### config.mk
export PLATFORM = sky130hd
export DESIGN_NAME = greenhouse_hysteresis_controller
export DESIGN_NICKNAME = d
export VERILOG_FILES = /design/src/rtl/ghc_pkg.sv /design/src/rtl/ghc_cfg_regs.sv /design/src/rtl/ghc_core.sv /design/src/rtl/greenhouse_hysteresis_controller.sv
export SDC_FILE = /design/constraint.sdc
export NUM_CORES = 1
export LEC_CHECK = 0
export BUFFER_PORTS_ARGS = -buffer_cell sky130_fd_sc_hd__buf_2
export CORE_MARGIN = 2
export CORE_UTILIZATION = 55
export CTS_CLUSTER_DIAMETER = 150
export DETAILED_ROUTE_END_ITERATION = 8
export HOLD_SLACK_MARGIN = 0.03
export PLACE_DENSITY = 0.74
export SETUP_SLACK_MARGIN = 0.3
export SLEW_MARGIN = 10
export SYNTH_ARGS = -nofsm -noshare
export SYNTH_HDL_FRONTEND = slang
export SYNTH_HIERARCHICAL = 1
export SYNTH_SLANG_ARGS = --single-unit
### constraint.sdc
create_clock -name clk -period 11.7 [get_ports clk]
set_clock_uncertainty 0.15 [all_clocks]
set_input_delay 2.34 -clock clk [delete_from_list [all_inputs] [get_ports clk]]
set_output_delay 2.34 -clock clk [all_outputs]
set_load 0.01 [all_outputs]
### src/rtl/ghc_pkg.sv
// ----------------------------------------------------------------------------
// ghc_pkg
// Types and constants shared by the greenhouse hysteresis controller.
// ----------------------------------------------------------------------------
package ghc_pkg;

	// Shift limits and day length in seconds
	localparam logic [16:0] DAY_START_S     = 17'd25200;
	localparam logic [16:0] NIGHT_START_S   = 17'd68400;
	localparam logic [17:0] SECONDS_PER_DAY = 18'd86400;
	localparam logic [17:0] TIME_MAX_S      = 18'd131071;

	// Hysteresis bands in tenths of a unit
	localparam logic [10:0] HYST_SOIL     = 11'd10;
	localparam logic [12:0] HYST_FAN      = 13'd10;
	localparam logic [12:0] HYST_HEATER   = 13'd3;
	localparam logic [10:0] HYST_HUMIDITY = 11'd30;

	localparam logic [6:0] FULL_DRIVE = 7'd100;

	// Register indexes
	typedef enum logic [2:0] {
		REG_DAY_CLIMATE   = 3'd0,
		REG_NIGHT_CLIMATE = 3'd1,
		REG_DAY_LIGHT     = 3'd2,
		REG_NIGHT_LIGHT   = 3'd3,
		REG_IRR_WAIT      = 3'd4,
		REG_IRR_ON        = 3'd5,
		REG_IRR_DEAD      = 3'd6,
		REG_LIGHT_ON_TIME = 3'd7
	} ghc_reg_t;

	localparam int CFG_DATA_W = 33;

	// Register reset values
	localparam logic [30:0] CLIMATE_RESET   = 31'd262861300;
	localparam logic [32:0] LIGHT_RESET     = 33'd1310763200;
	localparam logic [26:0] IRR_WAIT_RESET  = 27'd300000;
	localparam logic [26:0] IRR_ON_RESET    = 27'd10000;
	localparam logic [26:0] IRR_DEAD_RESET  = 27'd3600000;
	localparam logic [16:0] ON_TIME_RESET   = 17'd25200;
	localparam logic [16:0] OFF_TIME_RESET  = 17'd72000;

	typedef struct packed {
		logic [30:0] day_climate;
		logic [30:0] night_climate;
		logic [32:0] day_light;
		logic [32:0] night_light;
		logic [26:0] irrigation_wait_ms;
		logic [26:0] irrigation_on_ms;
		logic [26:0] irrigation_dead_ms;
		logic [16:0] light_on_time_s;
	} ghc_cfg_t;

	typedef struct packed {
		logic [6:0]         manual_heater;
		logic [6:0]         manual_diffuser;
		logic [6:0]         manual_fan;
		logic [15:0]        manual_led;
		logic [6:0]         manual_valve;
		logic               auto_mode;
		logic [9:0]         air_humidity;
		logic signed [10:0] air_temperature;
		logic [9:0]         soil_moisture;
		logic [31:0]        time_ms;
		logic [16:0]        time_of_day_s;
	} ghc_item_t;

	typedef struct packed {
		logic        is_day;
		logic [6:0]  heater_level;
		logic [6:0]  diffuser_level;
		logic [6:0]  fan_level;
		logic [15:0] led_level;
		logic [6:0]  valve_level;
	} ghc_result_t;

endpackage

### src/rtl/ghc_cfg_regs.sv
// ----------------------------------------------------------------------------
// ghc_cfg_regs
// Configuration register file, written through a plain index/data port.
// ----------------------------------------------------------------------------
module ghc_cfg_regs
	import ghc_pkg::*;
(
	input  logic                  clk,
	input  logic                  arst_n,
	input  logic                  cfg_we,
	input  logic [2:0]            cfg_addr,
	input  logic [CFG_DATA_W-1:0] cfg_wdata,
	output ghc_cfg_t              cfg
);

	ghc_cfg_t cfg_q;

	// Store the addressed register on a write
	always_ff @(posedge clk or negedge arst_n) begin
		if (!arst_n) begin
			cfg_q.day_climate        <= CLIMATE_RESET;
			cfg_q.night_climate      <= CLIMATE_RESET;
			cfg_q.day_light          <= LIGHT_RESET;
			cfg_q.night_light        <= LIGHT_RESET;
			cfg_q.irrigation_wait_ms <= IRR_WAIT_RESET;
			cfg_q.irrigation_on_ms   <= IRR_ON_RESET;
			cfg_q.irrigation_dead_ms <= IRR_DEAD_RESET;
			cfg_q.light_on_time_s    <= ON_TIME_RESET;
		end else if (cfg_we) begin
			unique case (ghc_reg_t'(cfg_addr))
				REG_DAY_CLIMATE:   cfg_q.day_climate        <= cfg_wdata[30:0];
				REG_NIGHT_CLIMATE: cfg_q.night_climate      <= cfg_wdata[30:0];
				REG_DAY_LIGHT:     cfg_q.day_light          <= cfg_wdata[32:0];
				REG_NIGHT_LIGHT:   cfg_q.night_light        <= cfg_wdata[32:0];
				REG_IRR_WAIT:      cfg_q.irrigation_wait_ms <= cfg_wdata[26:0];
				REG_IRR_ON:        cfg_q.irrigation_on_ms   <= cfg_wdata[26:0];
				REG_IRR_DEAD:      cfg_q.irrigation_dead_ms <= cfg_wdata[26:0];
				REG_LIGHT_ON_TIME: cfg_q.light_on_time_s    <= cfg_wdata[16:0];
				default:           cfg_q                    <= cfg_q;
			endcase
		end
	end

	assign cfg = cfg_q;

endmodule

### src/rtl/ghc_core.sv
// ----------------------------------------------------------------------------
// ghc_core
// Control state and the per-tick update: shift tracking, light window,
// irrigation timing and the bang-bang climate loops.
// ----------------------------------------------------------------------------
module ghc_core
	import ghc_pkg::*;
(
	input  logic        clk,
	input  logic        arst_n,
	input  logic        step,
	input  ghc_item_t   item,
	input  ghc_cfg_t    cfg,
	output ghc_result_t result
);

	logic        prev_shift_q;
	logic        window_armed_q;
	logic        window_wrapped_q;
	logic [16:0] light_off_q;
	logic        dry_pending_q;
	logic        pump_on_q;
	logic        dead_q;
	logic [31:0] mark_q;
	logic        fan_on_q;
	logic        diffuser_on_q;
	logic        heater_on_q;

	logic        day;
	logic        clr;
	logic        armed_e, dry_e, pump_e, dead_e, fan_e, diff_e, heat_e;
	logic [30:0] clim;
	logic [32:0] lite;
	logic [9:0]  sp_soil;
	logic [9:0]  sp_hum;
	logic signed [12:0] sp_temp;
	logic signed [12:0] temp;
	logic [17:0] off_sum;
	logic [17:0] off_wrap;
	logic        wrap_arm;
	logic [16:0] off_sat;
	logic        wrapped_e;
	logic [16:0] light_off_e;
	logic        wrapped_n;
	logic        light;
	logic        dry;
	logic [31:0] elapsed;
	logic        m1_now, m2_now, m3_now;
	logic [31:0] dt1, dt2, dt3;
	logic        pump_start, pump1, pump_stop, dead1, dead_clr;
	logic        pump_n, dead_n;
	logic        fan_n, diff_n, heat_n;

	// Shift and flag clearing
	assign day = (item.time_of_day_s >= DAY_START_S) && (item.time_of_day_s <= NIGHT_START_S);
	assign clr = (prev_shift_q != day) || !item.auto_mode;

	assign armed_e = window_armed_q & ~clr;
	assign dry_e   = dry_pending_q & ~clr;
	assign pump_e  = pump_on_q & ~clr;
	assign dead_e  = dead_q & ~clr;
	assign fan_e   = fan_on_q & ~clr;
	assign diff_e  = diffuser_on_q & ~clr;
	assign heat_e  = heater_on_q & ~clr;

	// Setpoints of the current shift
	assign clim    = day ? cfg.day_climate : cfg.night_climate;
	assign lite    = day ? cfg.day_light : cfg.night_light;
	assign sp_soil = clim[9:0];
	assign sp_hum  = clim[19:10];
	assign sp_temp = {{2{clim[30]}}, clim[30:20]};
	assign temp    = {{2{item.air_temperature[10]}}, item.air_temperature};

	// Arm the light window on the first auto tick of a shift
	assign off_sum  = {1'b0, cfg.light_on_time_s} + {1'b0, lite[16:0]};
	assign wrap_arm = off_sum >= SECONDS_PER_DAY;
	assign off_wrap = wrap_arm ? (off_sum - SECONDS_PER_DAY) : off_sum;
	assign off_sat  = (off_wrap > TIME_MAX_S) ? TIME_MAX_S[16:0] : off_wrap[16:0];

	assign wrapped_e   = armed_e ? window_wrapped_q : wrap_arm;
	assign light_off_e = armed_e ? light_off_q : off_sat;

	// Light: a wrapped window holds on until the first tick before night start
	always_comb begin
		if (wrapped_e) begin
			light     = 1'b1;
			wrapped_n = !(item.time_of_day_s < NIGHT_START_S);
		end else begin
			light     = (item.time_of_day_s >= cfg.light_on_time_s) &&
			            (item.time_of_day_s <= light_off_e);
			wrapped_n = 1'b0;
		end
	end

	// Irrigation: wait, pump, dead time; a fresh mark means zero elapsed time
	assign dry = ({1'b0, item.soil_moisture} + HYST_SOIL <= {1'b0, sp_soil}) &&
	             !dead_e && !pump_e;
	assign elapsed = item.time_ms - mark_q;

	assign m1_now     = dry && !dry_e;
	assign dt1        = m1_now ? 32'd0 : elapsed;
	assign pump_start = dry && (dt1 >= {5'd0, cfg.irrigation_wait_ms});
	assign m2_now     = m1_now || pump_start;
	assign dt2        = m2_now ? 32'd0 : elapsed;
	assign pump1      = pump_e || pump_start;
	assign pump_stop  = pump1 && (dt2 >= {5'd0, cfg.irrigation_on_ms});
	assign m3_now     = m2_now || pump_stop;
	assign dt3        = m3_now ? 32'd0 : elapsed;
	assign dead1      = dead_e || pump_stop;
	assign dead_clr   = dead1 && (dt3 >= {5'd0, cfg.irrigation_dead_ms});
	assign pump_n     = pump1 && !pump_stop;
	assign dead_n     = dead1 && !dead_clr;

	// Climate loops: the off test wins over the on test
	assign fan_n  = (fan_e || (temp >= sp_temp + $signed(HYST_FAN))) && !(temp <= sp_temp);
	assign diff_n = (diff_e || (({1'b0, item.air_humidity} + HYST_HUMIDITY <= {1'b0, sp_hum})
	                && !fan_n)) && !((item.air_humidity >= sp_hum) || fan_n);
	assign heat_n = (heat_e || (temp <= sp_temp - $signed(HYST_HEATER))) && !(temp >= sp_temp);

	// Update the control state on each tick
	always_ff @(posedge clk or negedge arst_n) begin
		if (!arst_n) begin
			prev_shift_q     <= 1'b0;
			window_armed_q   <= 1'b0;
			window_wrapped_q <= 1'b0;
			light_off_q      <= OFF_TIME_RESET;
			dry_pending_q    <= 1'b0;
			pump_on_q        <= 1'b0;
			dead_q           <= 1'b0;
			mark_q           <= 32'd0;
			fan_on_q         <= 1'b0;
			diffuser_on_q    <= 1'b0;
			heater_on_q      <= 1'b0;
		end else if (step) begin
			prev_shift_q <= day;
			if (item.auto_mode) begin
				window_armed_q   <= 1'b1;
				window_wrapped_q <= wrapped_n;
				light_off_q      <= light_off_e;
				dry_pending_q    <= dry;
				pump_on_q        <= pump_n;
				dead_q           <= dead_n;
				if (m3_now) begin
					mark_q <= item.time_ms;
				end
				fan_on_q      <= fan_n;
				diffuser_on_q <= diff_n;
				heater_on_q   <= heat_n;
			end else begin
				window_armed_q <= 1'b0;
				dry_pending_q  <= 1'b0;
				pump_on_q      <= 1'b0;
				dead_q         <= 1'b0;
				fan_on_q       <= 1'b0;
				diffuser_on_q  <= 1'b0;
				heater_on_q    <= 1'b0;
			end
		end
	end

	// Select automatic drive or manual pass-through
	always_comb begin
		result.is_day = day;
		if (item.auto_mode) begin
			result.valve_level    = pump_n ? FULL_DRIVE : 7'd0;
			result.led_level      = light ? lite[32:17] : 16'd0;
			result.fan_level      = fan_n ? FULL_DRIVE : 7'd0;
			result.diffuser_level = diff_n ? FULL_DRIVE : 7'd0;
			result.heater_level   = heat_n ? FULL_DRIVE : 7'd0;
		end else begin
			result.valve_level    = item.manual_valve;
			result.led_level      = item.manual_led;
			result.fan_level      = item.manual_fan;
			result.diffuser_level = item.manual_diffuser;
			result.heater_level   = item.manual_heater;
		end
	end

	// Pump and dead time never overlap
	a_pump_dead_excl: assert property (@(posedge clk) disable iff (!arst_n)
		!(pump_on_q && dead_q))
		else $error("pump and dead time active together");

	// Diffuser is locked out while the fan runs
	a_fan_diff_excl: assert property (@(posedge clk) disable iff (!arst_n)
		!(fan_on_q && diffuser_on_q))
		else $error("diffuser on while fan runs");

	// A manual tick leaves the armed, dry, pump, dead-time and heater flags cleared
	a_manual_clears: assert property (@(posedge clk) disable iff (!arst_n)
		(step && !item.auto_mode) |=> (!window_armed_q && !pump_on_q && !dead_q &&
		!dry_pending_q && !heater_on_q))
		else $error("flags survive a manual tick");

	// Heater and fan cannot both run
	a_fan_heat_excl: assert property (@(posedge clk) disable iff (!arst_n)
		!(fan_on_q && heater_on_q))
		else $error("fan and heater on together");

endmodule

### src/rtl/greenhouse_hysteresis_controller.sv
// ----------------------------------------------------------------------------
// greenhouse_hysteresis_controller
// Greenhouse actuator control from time of day and climate sensor readings.
//
//   channel   dir  handshake                  payload
//   s_axis    in   s_tvalid / s_tready        s_tdata  (one control tick)
//   m_axis    out  m_tvalid / m_tready        m_tdata  (actuator levels)
//   cfg       in   cfg_we                     cfg_addr, cfg_wdata
//
// One tick per cycle sustained while the output is not stalled; a tick passes
// through the input register, then the result register, before its result is
// valid and can transfer. The state update and all compares sit in one
// combinational pass between those registers.
// Reset returns registers and control state to their defaults; no sweep.
// A stalled output holds its result, and the input register keeps accepting
// as long as the result register frees up in the same cycle.
// ----------------------------------------------------------------------------
module greenhouse_hysteresis_controller
	import ghc_pkg::*;
(
	input  logic                  clk,
	input  logic                  arst_n,
	input  logic                  s_tvalid,
	output logic                  s_tready,
	// time_of_day_s[16:0], time_ms[48:17], soil_moisture[58:49],
	// air_temperature[69:59], air_humidity[79:70], auto_mode[80],
	// manual_valve[87:81], manual_led[103:88], manual_fan[110:104],
	// manual_diffuser[117:111], manual_heater[124:118], zero[127:125]
	input  logic [127:0]          s_tdata,
	output logic                  m_tvalid,
	input  logic                  m_tready,
	// valve_level[6:0], led_level[22:7], fan_level[29:23],
	// diffuser_level[36:30], heater_level[43:37], is_day[44], zero[47:45]
	output logic [47:0]           m_tdata,
	input  logic                  cfg_we,
	input  logic [2:0]            cfg_addr,
	input  logic [CFG_DATA_W-1:0] cfg_wdata
);

	ghc_cfg_t    cfg;
	ghc_item_t   item_s1;
	logic        valid_s1;
	ghc_result_t result;
	ghc_result_t result_s2;
	logic        valid_s2;
	logic        advance;

	ghc_cfg_regs u_cfg (
		.clk       (clk),
		.arst_n    (arst_n),
		.cfg_we    (cfg_we),
		.cfg_addr  (cfg_addr),
		.cfg_wdata (cfg_wdata),
		.cfg       (cfg)
	);

	// Move a tick into the result register when it is free or drains now
	assign advance  = valid_s1 && (!valid_s2 || m_tready);
	assign s_tready = !valid_s1 || advance;

	// Hold the accepted tick
	always_ff @(posedge clk or negedge arst_n) begin
		if (!arst_n) begin
			valid_s1 <= 1'b0;
		end else if (s_tready) begin
			valid_s1 <= s_tvalid;
		end
	end

	always_ff @(posedge clk) begin
		if (s_tready && s_tvalid) begin
			item_s1 <= ghc_item_t'(s_tdata[124:0]);
		end
	end

	ghc_core u_core (
		.clk    (clk),
		.arst_n (arst_n),
		.step   (advance),
		.item   (item_s1),
		.cfg    (cfg),
		.result (result)
	);

	// Result register
	always_ff @(posedge clk or negedge arst_n) begin
		if (!arst_n) begin
			valid_s2 <= 1'b0;
		end else if (advance) begin
			valid_s2 <= 1'b1;
		end else if (m_tready) begin
			valid_s2 <= 1'b0;
		end
	end

	always_ff @(posedge clk) begin
		if (advance) begin
			result_s2 <= result;
		end
	end

	assign m_tvalid = valid_s2;
	assign m_tdata  = {3'd0, result_s2};

endmodule

==> out/qor.txt <==
Commonest cells post-synth - ha_1, inv_1, dfrtp_1
worst skew pair latency - 0.62 ns
full die area - 0.0498 mm²
Final ANT Viol Nets - 0
GP Congestion - 0.896
synth warn - 6
share of post-route cells with drive strength above 1 - 28.1%
CTS Buf Count - 49
Worst Setup End Kind - register
most frequent CP cell - a21oi_1
Final Cell Area - 0.0299 mm²
Slew Viols, Final - 0
power per standard cell area - 244 mW/mm²
setup tns final - 0 ns
top-count cell post-synth - ha_1
final hold viol count - 0
final HPWL from detailed placement - 46.0 mm
Non-Filler Instances - 3202
CTS tree - yes
max frequency - 0.0930 GHz
post-synth cell types - 100
RSZ-0062 raised after global routing - no
EDFF count, synth - 170
ranking of synthesized cells by area - edfxtp_1, dfrtp_1, ha_1
total congestion overflow - 0
Seq/Total Area, Yosys - 46.9%
Slew @ Worst Pin - 0.981 ns
placed cell count - 3098
peak supply drop - 0.151 mV
CP startpoint kind - register
critical path class - reg2reg
initial core utilization - 55.6%
leakage power - 13.8 nW
die height - 223 µm
Boundary Pins - 219
Clock Path Buffers - 3
outcome - completed
Synth async-reset ratio - 62.7%
DR pass1 iterations - 7
worst endpoint required time - 12.07 ns
hold_buf cts - 0
slowest cell on the critical path - edfxtp_1
largest net degree at the start of global routing - 80
root buf cell - clkbuf_16
max-cap violations - 0
Period minus WS final - 10.75 ns
initial antenna violation count - 10
CTS Sinks - 456
Synth Instances - 2313
worst stage delay on the critical path - 0.48 ns
Chip Width - 223 µm
PortBufs - 212
Synth top area share - 19.3%
total core area - 0.0475 mm²
Final setup viols - 0
DRC Markers - 0
Worst slew margin - 34.6%
predominant post-synthesis flop cell - dfrtp_1
wire per inst - 19.7 µm
type of the worst min-delay path - reg2reg
syn_area_per_cell - 11.4 µm²
drt first-iter violations - 1146
Routed WL - 63.0 mm
P&R area growth vs syn - 13.2%
drt via density - 5.80
fin crit share - 91.9%
vias in the first global route - 19000
Yosys reg bits - 456
clock slew at reported path FFs - 0.06 ns
CP max FO - 22
Row Count - 80
synthesized area - 0.0264 mm²
cell taking the most area after synthesis - edfxtp_1
Worst Path Arrival - 11.12 ns
DP Area - 0.0281 mm²
Final nets - 2944
htree depth - 2
via count - 18600
first-pass GRT wire length - 100 mm
layout filler cell count - 3688
GRT Util Overall - 25.3%
==> worst max-delay path: cells and delay by family, from the launching register on <==
family                   cells  cell delay (ns)
AO/OA/AOI/OAI               34             6.61
AND/OR/NAND/NOR              8             1.48
flip-flops                   1             0.48
buffers and inverters        4             0.68
adder cells (fa/ha/maj)      4             1.02
multiplexers                 1             0.23
==> per-layer routing <==
metal	wire, µm	global-route usage [%]	up-vias
met1	26800	32.8	9115
met4	2270	9.83	4
met3	3220	3.41	136
li1	-	-	8794
met5	27	0	-
met2	30600	43.3	512
==> cells by family (layout without fill, tap and decap cells) <==
logic type               Yosys count  after routing  synth area share [%]
AND/OR/NAND/NOR                  537            537                  9.84
flip-flops                       456            456                  46.9
AO/OA/AOI/OAI                    443            443                  11.7
multiplexers                     287            287                  13.2
buffers and inverters            278            544                  4.61
adder cells (fa/ha/maj)          235            235                  11.2
XOR/XNOR                          76             76                  2.52
other                              1              9                0.0142
==> cell usage in the layout (no fill, tap or decap), types with 24 or more instances in the layout <==
master     count
dfstp_2       91
nand3_1       24
inv_1        196
a31oi_1       28
o21ai_0       81
nand2_1      179
mux2i_1       29
clkbuf_16     54
o21a_1        37
mux2_2       158
nor2_1       164
dfrtp_1      195
edfxtp_1     170
ha_1         233
xnor2_1       46
mux2_4        80
a21oi_1       87
a21o_1        50
nand4_1       27
buf_2        211
xor2_1        30
nor2b_1       34
buf_4         40
==> power by group <==
part / leakage, nW / internal, mW / switching (mW)
Clock: 0.847 / 0.937 / 0.672
Sequential: 4.93 / 2.06 / 0.178
Combinational: 8.01 / 1.52 / 1.93
Total: 13.8 / 4.52 / 2.78
==> what timing repair did <==
item                                    in CTS  in global routing
endpoints found under the hold margin        0                  0
endpoints found under the setup margin       0                  1
resized for setup                            0                  3
buffers inserted                             0                  6
==> layout make-up <==
| cell class | count | area [µm²] | share of cell area, % |
|---|---|---|---|
| multi-input combinational | 1581 | 12900 | 43.0 |
| sequential | 456 | 12400 | 41.4 |
| clock buffer | 70 | 1480 | 4.94 |
| timing repair buffer | 254 | 1410 | 4.72 |
| tap | 615 | 769 | 2.57 |
| inverter | 198 | 743 | 2.49 |
| clock inverter | 22 | 243 | 0.812 |
| antenna | 6 | 15.0 | 0.0502 |
==> metrics by stage <==
step	utilization (%)	hold WS (ns)	setup slack, ns	power (mW)
finish	62.9	0.339	0.948	7.29
global route	62.9	0.346	0.257	7.82
CTS	62.7	0.337	0.596	7.29
detailed placement	59.1	0.324	0.675	5.64
global placement	59.1	0.316	0.816	5.51
floorplan	-	0.300	0.798	4.72
==> final timing paths <==
path / start / end / slack (ns) / depth (start not counted)
min: u_cfg/cfg[204] / u_cfg/cfg[204] / 0.34 / 1
min reg2reg: u_cfg/cfg[204] / u_cfg/cfg[204] / 0.34 / 1
max in group asynchronous: arst_n / u_core/mark_q[27] / 8.43 / 2
max: item_s1[6] / u_core/dead_q / 0.95 / 51
max reg2reg: item_s1[6] / u_core/dead_q / 0.95 / 51
min in group asynchronous: arst_n / u_cfg/cfg[100] / 1.52 / 1
==> flip-flops by register name, indices dropped and copies added (netlist names), 17 cells and up <==
| name | cells |
|---|---|
| m_tdata | 45 |
| u_core/mark_q | 32 |
| item_s1 | 125 |
| u_cfg/cfg | 226 |
| u_core/light_off_q | 17 |
(Power assumes the default switching activity.)
